File: config.mk
export PLATFORM = sky130hd
export DESIGN_NAME = posix_cksum_crc32
export DESIGN_NICKNAME = d
export VERILOG_FILES = /design/src/rtl/pkcrc_pkg.sv /design/src/rtl/pkcrc_front.sv /design/src/rtl/pkcrc_back.sv /design/src/rtl/posix_cksum_crc32.sv
export SDC_FILE = /design/constraint.sdc
export NUM_CORES = 1
export LEC_CHECK = 0
export BUFFER_PORTS_ARGS = -buffer_cell sky130_fd_sc_hd__buf_2
export CORE_ASPECT_RATIO = 0.6
export CORE_MARGIN = 4
export CORE_UTILIZATION = 25
export DETAILED_ROUTE_END_ITERATION = 10
export GPL_TIMING_DRIVEN = 1
export PLACE_DENSITY = 0.41
export SLEW_MARGIN = 20
export SYNTH_ARGS = -nofsm -noshare
export SYNTH_HDL_FRONTEND = slang
export SYNTH_HIERARCHICAL = 1
export SYNTH_SLANG_ARGS = --single-unit
export TNS_END_PERCENT = 50
File: constraint.sdc
create_clock -name clock -period 6.7 [get_ports clock]
set_clock_uncertainty 0.05 [all_clocks]
set_input_delay 0.335 -clock clock [delete_from_list [all_inputs] [get_ports clock]]
set_output_delay 0.335 -clock clock [all_outputs]
set_load 0.02 [all_outputs]
File: src/rtl/pkcrc_pkg.sv
// shared types, constants and the byte-wide crc update for the cksum block
package pkcrc_pkg;

   localparam int unsigned QUEUE_DEPTH = 4;
   localparam logic [31:0] CRC_POLY    = 32'h04C11DB7;

   typedef struct packed {
      logic [7:0] data_byte;
      logic       carries_byte;
      logic       last;
   } entry_type;

   typedef struct packed {
      logic      valid;
      entry_type entry;
   } qhead_type;

   typedef enum logic [0:0] {
      ST_RUN,
      ST_LEN
   } state_type;

   // msb-first crc-32 over one byte, eight shift steps
   function automatic logic [31:0] crc_byte(input logic [31:0] rem, input logic [7:0] b);
      logic [31:0] v;
      int          k;
      v = rem ^ {b, 24'h000000};
      for (k = 0; k < 8; k++) begin
         if (v[31]) begin
            v = {v[30:0], 1'b0} ^ CRC_POLY;
         end else begin
            v = {v[30:0], 1'b0};
         end
      end
      return v;
   endfunction

endpackage

File: src/rtl/pkcrc_front.sv
// input side: accepts items, drops empty ones and queues the rest for the engine
module pkcrc_front #(
   parameter int unsigned Depth = pkcrc_pkg::QUEUE_DEPTH
) (
   input  logic                  clock,
   input  logic                  reset,
   input  logic                  req_push,
   input  logic [7:0]            req_data_byte,
   input  logic                  req_carries_byte,
   input  logic                  req_last,
   output logic                  req_full,
   input  logic                  take,
   output pkcrc_pkg::qhead_type  head
);

   localparam int unsigned PtrW = (Depth > 1) ? $clog2(Depth) : 1;
   localparam int unsigned CntW = $clog2(Depth + 1);

   pkcrc_pkg::entry_type entries_ff [Depth];
   pkcrc_pkg::entry_type entry_in;

   logic [PtrW-1:0] wr_ptr_ff, wr_ptr_in;
   logic [PtrW-1:0] rd_ptr_ff, rd_ptr_in;
   logic [CntW-1:0] count_ff, count_in;
   logic            accept;
   logic            wr_en;
   logic            rd_en;

   assign req_full = (count_ff == CntW'(Depth));
   assign accept   = req_push & ~req_full;
   // an item with neither byte nor end changes nothing, so it never enters the queue
   assign wr_en    = accept & (req_carries_byte | req_last);
   assign rd_en    = take & (count_ff != '0);

   assign entry_in.data_byte    = req_data_byte;
   assign entry_in.carries_byte = req_carries_byte;
   assign entry_in.last         = req_last;

   assign head.valid = (count_ff != '0);
   assign head.entry = entries_ff[rd_ptr_ff];

   always_comb begin
      wr_ptr_in = wr_ptr_ff;
      rd_ptr_in = rd_ptr_ff;
      count_in  = count_ff;
      if (wr_en) begin
         wr_ptr_in = (wr_ptr_ff == PtrW'(Depth - 1)) ? '0 : wr_ptr_ff + 1'b1;
      end
      if (rd_en) begin
         rd_ptr_in = (rd_ptr_ff == PtrW'(Depth - 1)) ? '0 : rd_ptr_ff + 1'b1;
      end
      if (wr_en && !rd_en) begin
         count_in = count_ff + 1'b1;
      end else if (!wr_en && rd_en) begin
         count_in = count_ff - 1'b1;
      end
   end

   always_ff @(posedge clock) begin
      if (reset) begin
         wr_ptr_ff <= '0;
         rd_ptr_ff <= '0;
         count_ff  <= '0;
      end else begin
         wr_ptr_ff <= wr_ptr_in;
         rd_ptr_ff <= rd_ptr_in;
         count_ff  <= count_in;
      end
   end

   always_ff @(posedge clock) begin
      if (wr_en) begin
         entries_ff[wr_ptr_ff] <= entry_in;
      end
   end

`ifndef SYNTHESIS
   a_count_bound: assert property (@(posedge clock) disable iff (reset)
      count_ff <= CntW'(Depth))
      else $error("queue fill count above depth");

   a_fill_step: assert property (@(posedge clock) disable iff (reset)
      (wr_en && !rd_en) |=> (count_ff == $past(count_ff) + 1'b1))
      else $error("queue fill count did not follow a write");
`endif

endmodule

File: src/rtl/pkcrc_back.sv
// engine: runs the crc over queued bytes, appends the length bytes and holds the result
module pkcrc_back (
   input  logic                 clock,
   input  logic                 reset,
   input  pkcrc_pkg::qhead_type head,
   output logic                 take,
   input  logic                 rsp_pop,
   output logic                 rsp_empty,
   output logic [31:0]          rsp_checksum,
   output logic [31:0]          rsp_byte_count
);

   pkcrc_pkg::state_type state_ff, state_in;

   logic [31:0] rem_ff, rem_in;
   logic [31:0] cnt_ff, cnt_in;
   logic [31:0] len_ff, len_in;
   logic        out_valid_ff, out_valid_in;
   logic [31:0] out_sum_ff, out_sum_in;
   logic [31:0] out_count_ff, out_count_in;
   logic [7:0]  crc_src;
   logic [31:0] crc_next;
   logic [31:0] cnt_inc;
   logic        slot_free;

   assign slot_free = ~out_valid_ff | rsp_pop;
   assign cnt_inc   = cnt_ff + 32'd1;
   assign crc_src   = (state_ff == pkcrc_pkg::ST_LEN) ? len_ff[7:0] : head.entry.data_byte;
   assign crc_next  = pkcrc_pkg::crc_byte(rem_ff, crc_src);

   // next state
   always_comb begin
      state_in = state_ff;
      case (state_ff)
         pkcrc_pkg::ST_RUN: begin
            if (head.valid && head.entry.last) begin
               state_in = pkcrc_pkg::ST_LEN;
            end
         end
         pkcrc_pkg::ST_LEN: begin
            if ((len_ff == 32'd0) && slot_free) begin
               state_in = pkcrc_pkg::ST_RUN;
            end
         end
         default: state_in = pkcrc_pkg::ST_RUN;
      endcase
   end

   // datapath and outputs
   always_comb begin
      take         = 1'b0;
      rem_in       = rem_ff;
      cnt_in       = cnt_ff;
      len_in       = len_ff;
      out_sum_in   = out_sum_ff;
      out_count_in = out_count_ff;
      out_valid_in = out_valid_ff & ~rsp_pop;
      case (state_ff)
         pkcrc_pkg::ST_RUN: begin
            take = 1'b1;
            if (head.valid) begin
               if (head.entry.carries_byte) begin
                  rem_in = crc_next;
                  cnt_in = cnt_inc;
               end
               if (head.entry.last) begin
                  len_in = head.entry.carries_byte ? cnt_inc : cnt_ff;
               end
            end
         end
         pkcrc_pkg::ST_LEN: begin
            // feed count bytes, low byte first, while the remaining count is nonzero
            if (len_ff != 32'd0) begin
               rem_in = crc_next;
               len_in = {8'h00, len_ff[31:8]};
            end else if (slot_free) begin
               out_sum_in   = ~rem_ff;
               out_count_in = cnt_ff;
               out_valid_in = 1'b1;
               rem_in       = 32'd0;
               cnt_in       = 32'd0;
            end
         end
         default: begin
            take = 1'b0;
         end
      endcase
   end

   always_ff @(posedge clock) begin
      if (reset) begin
         state_ff     <= pkcrc_pkg::ST_RUN;
         rem_ff       <= 32'd0;
         cnt_ff       <= 32'd0;
         out_valid_ff <= 1'b0;
      end else begin
         state_ff     <= state_in;
         rem_ff       <= rem_in;
         cnt_ff       <= cnt_in;
         out_valid_ff <= out_valid_in;
      end
   end

   always_ff @(posedge clock) begin
      len_ff       <= len_in;
      out_sum_ff   <= out_sum_in;
      out_count_ff <= out_count_in;
   end

   assign rsp_empty      = ~out_valid_ff;
   assign rsp_checksum   = out_sum_ff;
   assign rsp_byte_count = out_count_ff;

`ifndef SYNTHESIS
   a_no_take_in_len: assert property (@(posedge clock) disable iff (reset)
      (state_ff == pkcrc_pkg::ST_LEN) |-> !take)
      else $error("queue read while appending length bytes");

   a_result_from_len: assert property (@(posedge clock) disable iff (reset)
      $rose(out_valid_ff) |-> ($past(state_ff) == pkcrc_pkg::ST_LEN))
      else $error("result loaded outside the finishing state");

   a_clear_after_result: assert property (@(posedge clock) disable iff (reset)
      (state_ff == pkcrc_pkg::ST_LEN && len_ff == 32'd0 && slot_free)
      |=> (rem_ff == 32'd0 && cnt_ff == 32'd0 && state_ff == pkcrc_pkg::ST_RUN))
      else $error("remainder and count not cleared after a result");
`endif

endmodule

File: src/rtl/posix_cksum_crc32.sv
// posix cksum crc-32 top level: input queue feeding the crc engine
// result path: queue, run state, length state (feeds k = 0..4 count bytes), output slot register
// throughput: one byte item per cycle; a last item stalls the engine until its sum is loaded
// the engine's single crc byte network is shared by message bytes and length bytes
// reset: synchronous, active high; empties the queue and output slot, clears remainder and count
module posix_cksum_crc32 #(
   parameter int unsigned QueueDepth = pkcrc_pkg::QUEUE_DEPTH
) (
   input  logic        clock,
   input  logic        reset,
   input  logic        req_push,
   input  logic [7:0]  req_data_byte,
   input  logic        req_carries_byte,
   input  logic        req_last,
   output logic        req_full,
   input  logic        rsp_pop,
   output logic        rsp_empty,
   output logic [31:0] rsp_checksum,
   output logic [31:0] rsp_byte_count
);

   pkcrc_pkg::qhead_type head;
   logic                 take;

   pkcrc_front #(
      .Depth(QueueDepth)
   ) u_front (
      .clock           (clock),
      .reset           (reset),
      .req_push        (req_push),
      .req_data_byte   (req_data_byte),
      .req_carries_byte(req_carries_byte),
      .req_last        (req_last),
      .req_full        (req_full),
      .take            (take),
      .head            (head)
   );

   pkcrc_back u_back (
      .clock         (clock),
      .reset         (reset),
      .head          (head),
      .take          (take),
      .rsp_pop       (rsp_pop),
      .rsp_empty     (rsp_empty),
      .rsp_checksum  (rsp_checksum),
      .rsp_byte_count(rsp_byte_count)
   );

endmodule

* Word level (Yosys, flattened, before mapping)
Memories as Yosys holds them, arrays and structs flattened. A register that Yosys moved wholly into a read port is not among the register bits.
Index checks and enable logic that the tools add are counted.
** Operators by class
- Add/sub/neg operators :: 5
- Equality and inequality tests :: 10
- Muxes and demuxes :: 37
- Bitwise gates (word level) :: 21
- Reductions and logical operators :: 14
** Operators with widths (count)
- two-way mux 32 bit :: 10
- two-way mux 27 bit :: 8
- one-hot mux 32 bit (2 select lines) :: 3
- inverter 14 bit :: 8
- adder 32 x 1 -> 32 bit (second input constant) :: 1
- zero test 32 bit :: 1
- inverter 32 bit :: 1
- nonzero test 32 bit :: 1
- bitwise XOR 32 bit :: 1
- AND reduction 3 bit :: 4
- two-way mux 1 bit :: 8
- two-way mux 2 bit :: 4
- two-way mux 8 bit :: 1
- two-way mux 3 bit :: 2
- inequality test 2 x 1 -> 1 bit (second input constant) :: 3
- inequality test 2 bit (second input constant) :: 3
- inverter 1 bit :: 5
- adder 2 x 1 -> 2 bit (second input constant) :: 2
- AND 1 bit :: 4
- == test 2 bit (second input constant) :: 2
- logical AND 1 bit :: 4
- adder 3 x 1 -> 3 bit (second input constant) :: 1
- == test 3 bit (second input constant) :: 1
- inequality test 3 bit (second input constant) :: 1
- 6 further kinds :: 8
** Word-level totals
- Bits in registers :: 169
- RAM bits :: 40
- Output and inout bits :: 66
- Memories kept :: 1
** Memory list
- u_front.entries_ff :: depth 4, bits a word 10, rd ports 1, clocked after Yosys merged registers in 1, wr ports 1, RTL line pkcrc_front.sv:19 : pkcrc_pkg::entry_type entries_ff [Depth];

* Depth between registers and ports, before layout
Gate-level depths: netlist (run 1).
- Depth in word-level cells :: 21
- Gate-level depth with buffers :: 10
- Depth with buffers taken out :: 9

* Cells and area by module
The synthesis (run 1) kept the hierarchy.
** Modules (own cells, without submodules)
- pkcrc_back :: times used 1, cells each 678, area an instance 7668.6 µm²
- pkcrc_front :: times used 1, cells each 103, area an instance 1924.3 µm²

* Worst setup path before layout (run 1)
OpenSTA, ideal clock, no wires.
- Kind :: register to register
- From :: reg u_back.len_ff[23]
- To :: reg u_back.cnt_ff[3]
- Data arrival time :: 5.871 ns
- Path slack :: 0.646 ns
- Cell stages (with the launch flop) :: 7
- Buffers on the path :: 1
- Cells stage by stage :: edfxtp_1 or4b_2 nor4_2 nor2_1 clkbuf_1 o21ai_0 a21oi_1
** Between the ends
- Longest elaborated chain between the ends :: 3
** Ends and longest elaborated chain
- start: declaration :: RTL line pkcrc_back.sv:17 : logic [31:0] len_ff, len_in;
- start signal: assignment :: RTL line pkcrc_back.sv:105 : len_ff <= len_in;
- nonzero test 32 bit :: RTL line pkcrc_back.sv:73 : if (len_ff != 32'd0) begin
- inequality test 2 bit (no source line)
- AND reduction 3 bit (no source line)
- end signal: assignment :: RTL line pkcrc_back.sv:99 : cnt_ff <= cnt_in;
- end: declaration :: RTL line pkcrc_back.sv:16 : logic [31:0] cnt_ff, cnt_in;
No other way between the ends.
A chain may end at the register's enable or synchronous reset.

==> results.toml, run 1 <==
[global_route]
grt.total_usage_pct = 11.41
use_met1_pct = 19.59
antenna_found_initial = 0
grt_start_max_net_pins = 91
top_usage_layer = "met1"
grt_use_met2_pct = 14.09
grt_pass1_vias = 5880
grt_overflow = 0
met3_usage_pct = 2.536
grt_pass1_wl_mm = 36.98

[power_and_ir_drop]
p_leak_nw = 4.019
combPwrFrac_pct = 47.4
p_int_mw = 3.863
pwr-share-seq_pct = 30.2
peakVddDrop_mv = 0.2446
clock_power_share_pct = 22.4
swShare_pct = 36.42
p_per_area_nw_per_um2 = 533.3
power_switching_mw = 2.213

[drt]
wl_per_cell_microns = 17.52
post-route-drc-count = 0
vias = 6127
first_pass_iters = 4
drtIter0Drc = 388
drtAntennaViolNets = 0
drt_wl_total_mm = 24.30
via_per_inst = 4.417

[finish]
nets = 879
final_area_sq_um = 11390
final_cell_mix = "edfxtp_1, buf_2, dfxtp_1"
finalNonFillerCells = 1387
final_common_cell = "edfxtp_1"
drive_gt1_share_pct = 19.57
insertedDiodeCount = 0
areaGrowthSynthToFinish_pct = 18.76

[clocking]
cts.htree.levels = 1
cts_tree = "done"
cts_num_sinks = 211
cts.root.buffer_cell = "clkbuf_16"
cts.repair.resized = 0
cts_setup_buffers = 0
clk_latency_ns = 0.54
clk_pin_slew_ns = 0.06
cts_buffer_depth = 3
cts_buffers = 23

[sta]
slew_headroom_pct = 38.32
slew_viol_final = 0
rsz0062_at_grt = "no"
min_period_ns = 3.439
period_share_pct = 51.32
setup_violations = 0
fmax_mhz = 290.8
tightestPinTransition_ns = 0.9253
hold_viol = 0
finalSetupTns_ns = 0

[flow_run]
cap_viol_max_count = 0

[critical_path]
cp_data_arrival_time_ns = 3.84
cp_max_fo = 11
startpoint_type = "flop"
worstPathRequired_ns = 7.10
worstSetupPathType = "flop to flop"
endpoint_kind = "flop"

[placed_design]
gp_congestion = 0.7505
dp_hpwl_mm = 16.19
io_buffer_count = 79
post-place-cells = 1338
place_area_sq_um = 10520

[synthesis]
avgSynthCellArea_sq_um = 12.28
syn_nets = 803
synth_ff_type = "edfxtp_1"
ys_ff_latch = 211
synth_seq_area_share_pct = 58.22
synthArstFlopShare_pct = 0
synth-edff-count = 136
yosysWarnings = 6
synth_cell_types = 61
syn_inst = 781
syn-cell-area_sq_um = 9593

[floorplan]
pin_count = 80
start_util_pct = 25.39
rows = 55
die_h_microns = 159.7
die_area_sq_um = 41670
core_area_sq_um = 37780
die_w_microns = 260.9

[min_path]
hold_path.class = "input port to flop"

[outcome]
status = "complete, no violations"
## power groups by stage
stage / clock network, mW / logic, mW / registers (mW)
6_report: 1.36 / 2.88 / 1.83
5_1_grt: 1.46 / 3.16 / 1.86
4_1_cts: 1.40 / 2.91 / 1.84
3_5_place_dp: 0 / 2.89 / 1.86
3_3_place_gp: 0 / 2.89 / 1.87
2_1_floorplan: 0 / 2.34 / 1.77
## cell type report
| class | count | area [sq um] |
|---|---|---|
| Fill cell | 3882 | 26390 |
| Clock buffer | 28 | 604.3 |
| Clock inverter | 14 | 196.4 |
| Inverter | 39 | 147.6 |
| Tap cell | 513 | 641.9 |
| Timing Repair Buffer | 95 | 533.0 |
| Sequential cell | 211 | 5587 |
| Multi-Input combinational cell | 487 | 3682 |
## synthesized netlist by cell type, types with 9 or more instances
cell	n	area, sq um
nand2_1	54	202.7
xnor3_1	15	337.8
xor2_1	19	166.4
nor2_1	66	247.7
inv_1	38	142.6
mux4_2	10	225.2
xnor2_1	43	376.6
nor4_1	9	56.30
a21oi_1	47	235.2
o21ai_0	53	265.3
clkbuf_1	32	120.1
dfxtp_1	75	1501
nor3_1	10	50.05
nand3_1	16	80.08
or3_1	18	112.6
a22oi_1	26	195.2
edfxtp_1	136	4084
## cell families after synthesis
logic type,Yosys count,share of synthesized area (%)
multiplexers,21,3.743
AND/OR/NAND/NOR,221,11.82
XOR/XNOR,93,12.79
adder cells (fa/ha/maj),8,1.122
flip-flops,211,58.22
buffers and inverters,83,3.548
AO/OA/AOI/OAI,144,8.752
## worst max-delay path, cell delays in order, from the launching register on
cell	delay (ns)
dfxtp_1	0.77
mux4_2	0.52
nand3_2	0.15
or3_1	0.53
nor4_4	0.65
nand4_1	0.22
or3_1	0.34
a21oi_1	0.12
## flip-flops by register name, summed over array words and instances, names as in the netlist, named ones only
name and flops:
u_front/entries_ff 40, u_back/cnt_ff 32, u_back/len_ff 32, u_back/rem_ff 32
u_back/rsp_byte_count 32, u_back/rsp_checksum 32, u_front/count_ff 3, u_front/rd_ptr_ff 2
u_front/wr_ptr_ff 2, u_back/out_valid_ff 1, u_back/state_ff 1
## stage by stage
stage               total power, mW  hold WS, ns  util (%)  setup slack, ns
finish                        6.075      0.04220     30.15            3.261
global placement              4.761       0.4195     27.85            3.292
global route                  6.478      0.01796     30.15            2.955
detailed placement            4.750       0.4185     27.85            3.233
CTS                           6.153      0.01095     30.15            3.228
floorplan                     4.113       0.3529         -           0.6463
## per-layer routing
| metal | up-vias | wire, microns |
|---|---|---|
| met4 | 0 | 386 |
| met3 | 27 | 1375 |
| met1 | 2989 | 13660 |
| met2 | 137 | 8879 |
| li1 | 2974 | - |
| met5 | - | 0 |
## worst paths after layout
check / to / cells past startpoint / from / slack [ns]
max reg2reg: u_back/cnt_ff[25] / 7 / flop / 3.26
min reg2reg: u_back/rsp_checksum[0] / 1 / u_back/rem_ff[0] / 0.42
min: u_front/entries_ff[2][0] / 1 / req_last / 0.04
max: u_back/cnt_ff[25] / 7 / flop / 3.26
## timing repair
action | CTS | global route
setup endpoints to repair | 0 | 0
endpoints found under the hold margin | 26 | 0
hold buffers | 7 | 0
Note: power is estimated with default switching activity, not from simulation.
==> run 2, diff against run 1 <==
--- a/config.mk
+++ b/config.mk
@@ -5,6 +5,7 @@
 export SDC_FILE = /design/constraint.sdc
 export NUM_CORES = 1
 export LEC_CHECK = 0
+export ABC_AREA = 1
 export BUFFER_PORTS_ARGS = -buffer_cell sky130_fd_sc_hd__buf_2
 export CORE_ASPECT_RATIO = 0.6
 export CORE_MARGIN = 4
==> constraint.sdc (replaced) <==
create_clock -name clock -period 3.5 [get_ports clock]
set_clock_uncertainty 0.05 [all_clocks]
set_input_delay 0.175 -clock clock [delete_from_list [all_inputs] [get_ports clock]]
set_output_delay 0.175 -clock clock [all_outputs]
set_load 0.02 [all_outputs]
==> run 2 against run 1 <==
Effect of this change:
- via count up 26%
- die area grew 4.4%
- worst setup slack lost 2.5 ns
- utilization increased by 0.098 points
- critical endpoint is now u_back/len_ff[23]
- highest routed layer unchanged
==> results.toml, run 2 <==
[floorplan]
rows = 56
die_area_sq_um = 43510
die_h_microns = 163.2
core_area_sq_um = 39310
die_w_microns = 266.6
pin_count = 80
start_util_pct = 25.53

[synthesis]
yosysWarnings = 6
syn_inst = 1124
ys_ff_latch = 211
synthArstFlopShare_pct = 0
synth.most_common_cell = "nand2_1"
avgSynthCellArea_sq_um = 8.928
synth_common_cells = "nand2_1, edfxtp_1, inv_1"
synth_seq_area_share_pct = 55.66
synth_cell_types = 44
syn-cell-area_sq_um = 10030
netlist.area_leader.share_pct = 40.70
synth_ff_type = "edfxtp_1"
syn_nets = 1146
synth-edff-count = 136
synth_largest_area_cell = "edfxtp_1"
synth_area_leaders = "edfxtp_1, dfxtp_1, nand2_1"

[clocking]
cts_buffer_depth = 3
cts_num_sinks = 211
cts_buffers = 22
cts.repair.resized = 0
clk_latency_ns = 0.52
clk_pin_slew_ns = 0.06
cts_setup_buffers = 0
cts.htree.levels = 1
cts.root.buffer_cell = "clkbuf_16"
cts_tree = "done"

[critical_path]
cpPeakStageDelay_ns = 0.40
cp_max_fo = 11
crit_buf_inv = 2
path_delay_family = "simple AND/OR/NAND/NOR gates"
cp_data_arrival_time_ns = 2.95
r2r_cells = 15
slowest_stage = "dfxtp_1"
cpMostUsedCell = "o21ai_0"
endpoint_kind = "flop"
worstPathRequired_ns = 3.70
worstSetupPathType = "flop to flop"
reg2reg_slack_ns = 0.75
startpoint_type = "flop"
r2r-end = "u_back/len_ff[23]"
worstPathCellList = "inv_1, o21ai_0, o22ai_1, buf_4, nand2_2, nor2_4, nand2_2, nor2_4, nand2_4, nor2_1, nand2_1, nor2_1, a21oi_1, o21ai_0, o21ai_0"

[global_route]
grt_pass1_vias = 7190
grt.total_usage_pct = 12.93
antenna_found_initial = 0
grt_overflow = 0
grt_pass1_wl_mm = 44.07
grt_start_max_net_pins = 44

[power_and_ir_drop]
peakVddDrop_mv = 0.4206
p_per_area_nw_per_um2 = 977.3
power_mw = 11.62
p_leak_nw = 4.713

[min_path]
holdPathStages = 4
min_from = "rsp_pop"
hold_path.class = "input port to flop"
whs_endpoint = "u_back/out_valid_ff"

[flow_run]
cap_viol_max_count = 0

[placed_design]
io_buffer_count = 79
gp_congestion = 0.8225
dp_hpwl_mm = 20.42

[finish]
largest_reg_flops = 40
insertedDiodeCount = 0
drive_gt1_share_pct = 16.34
final_cell_mix = "nand2_1, edfxtp_1, inv_1"
nets = 1242
final_common_cell = "nand2_1"
fin_util_pct = 30.25
areaGrowthSynthToFinish_pct = 18.50
largest-register = "u_front/entries_ff"

[sta]
min_period_ns = 2.752
rsz0062_at_grt = "no"
setup_violations = 0
slew_headroom_pct = 29.72
tightestPinTransition_ns = 1.050
period_share_pct = 78.63
fmax_mhz = 363.4
hold_viol = 0
finalSetupTns_ns = 0
hold_ws_ns = 0.06190
slew_viol_final = 0

[drt]
drtIter0Drc = 566
drtAntennaViolNets = 0
via_per_inst = 4.394
drt_wl_total_mm = 28.27
wl_per_cell_microns = 16.08
post-route-drc-count = 0
vias = 7724
first_pass_iters = 4

[outcome]
status = "complete, no violations"
## run 2: cell types whose count changed after synthesis, moves of 16 or more
cell,change
inv_1,+96
a22oi_1,-26
o22ai_1,+16
nor2_1,+19
nand2_1,+201
or3_1,-18
clkbuf_1,-18
xnor2_1,-39
a21oi_1,+25
nand3_1,+72
o21ai_0,+18
nand2_2,+31
## run 2: cell families (layout without fill, tap and decap cells)
| logic type | Yosys count | after routing | synth area share [%] |
|---|---|---|---|
| AO/OA/AOI/OAI | 173 | 173 | 9.202 |
| XOR/XNOR | 36 | 36 | 3.292 |
| adder cells (fa/ha/maj) | 8 | 8 | 1.072 |
| buffers and inverters | 176 | 288 | 7.070 |
| flip-flops | 211 | 211 | 55.66 |
| AND/OR/NAND/NOR | 520 | 520 | 23.70 |
## run 2: worst max-delay path by stage
| stage | start | endpoint | slack, ns | depth (start not counted) |
|---|---|---|---|---|
| after floorplan | u_back/len_ff[2] | u_back/rsp_byte_count[0] | 0.78 | 9 |
| after global placement | flop | u_back/len_ff[16] | 0.84 | 13 |
| after detailed placement | flop | u_back/len_ff[16] | 0.76 | 13 |
| after CTS | flop | u_back/len_ff[16] | 0.72 | 13 |
| after global routing | flop | u_back/len_ff[16] | 0.41 | 13 |
| final | flop | u_back/len_ff[23] | 0.75 | 15 |
## run 2: layout make-up
type | instances | area, sq um
Sequential cell | 211 | 5585
Timing Repair Buffer | 107 | 645.6
Fill cell | 4153 | 27420
Clock inverter | 6 | 57.56
Inverter | 141 | 533.0
Multi-Input combinational cell | 737 | 3749
Clock buffer | 34 | 668.1
Tap cell | 522 | 653.1
## run 2: what timing repair did
action                                  CTS  global route
hold buffers                             11             0
hold endpoints to repair                 41             0
endpoints found under the setup margin    0             0
## run 2: power by group
part,internal [mW],switching [mW]
sequential,3.32,0.417
clock,1.39,0.984
combinational,1.74,3.77
## run 2: worst reg2reg max path, delay by kind of cell, from the launching register on
family                 cells  cell delay (ns)
AND/OR/NAND/NOR            8             0.96
AO/OA/AOI/OAI              5             0.60
buffers and inverters      2             0.48
flip-flops                 1             0.40
## run 2: per-layer routing
metal / routed length, microns / GRT usage, % / vias to the layer above
li1: - / - / 3901
met1: 14800 / 20.35 / 3625
met2: 11430 / 18.23 / 169
met3: 1670 / 2.800 / 29
met4: 367 / 2.039 / 0
met5: 0 / 0 / -
## run 2: per-stage QoR
stage | instance area [sq um] | std cells | worst slack, ns
6_report | 11890 | 1758 | 0.7480
5_1_grt | 11890 | 1758 | 0.4123
4_1_cts | 11890 | 1758 | 0.7238
3_5_place_dp | 11060 | 1707 | 0.7605
3_3_place_gp | 11060 | 1707 | 0.8396
2_1_floorplan | 10030 | 1124 | 0.7773
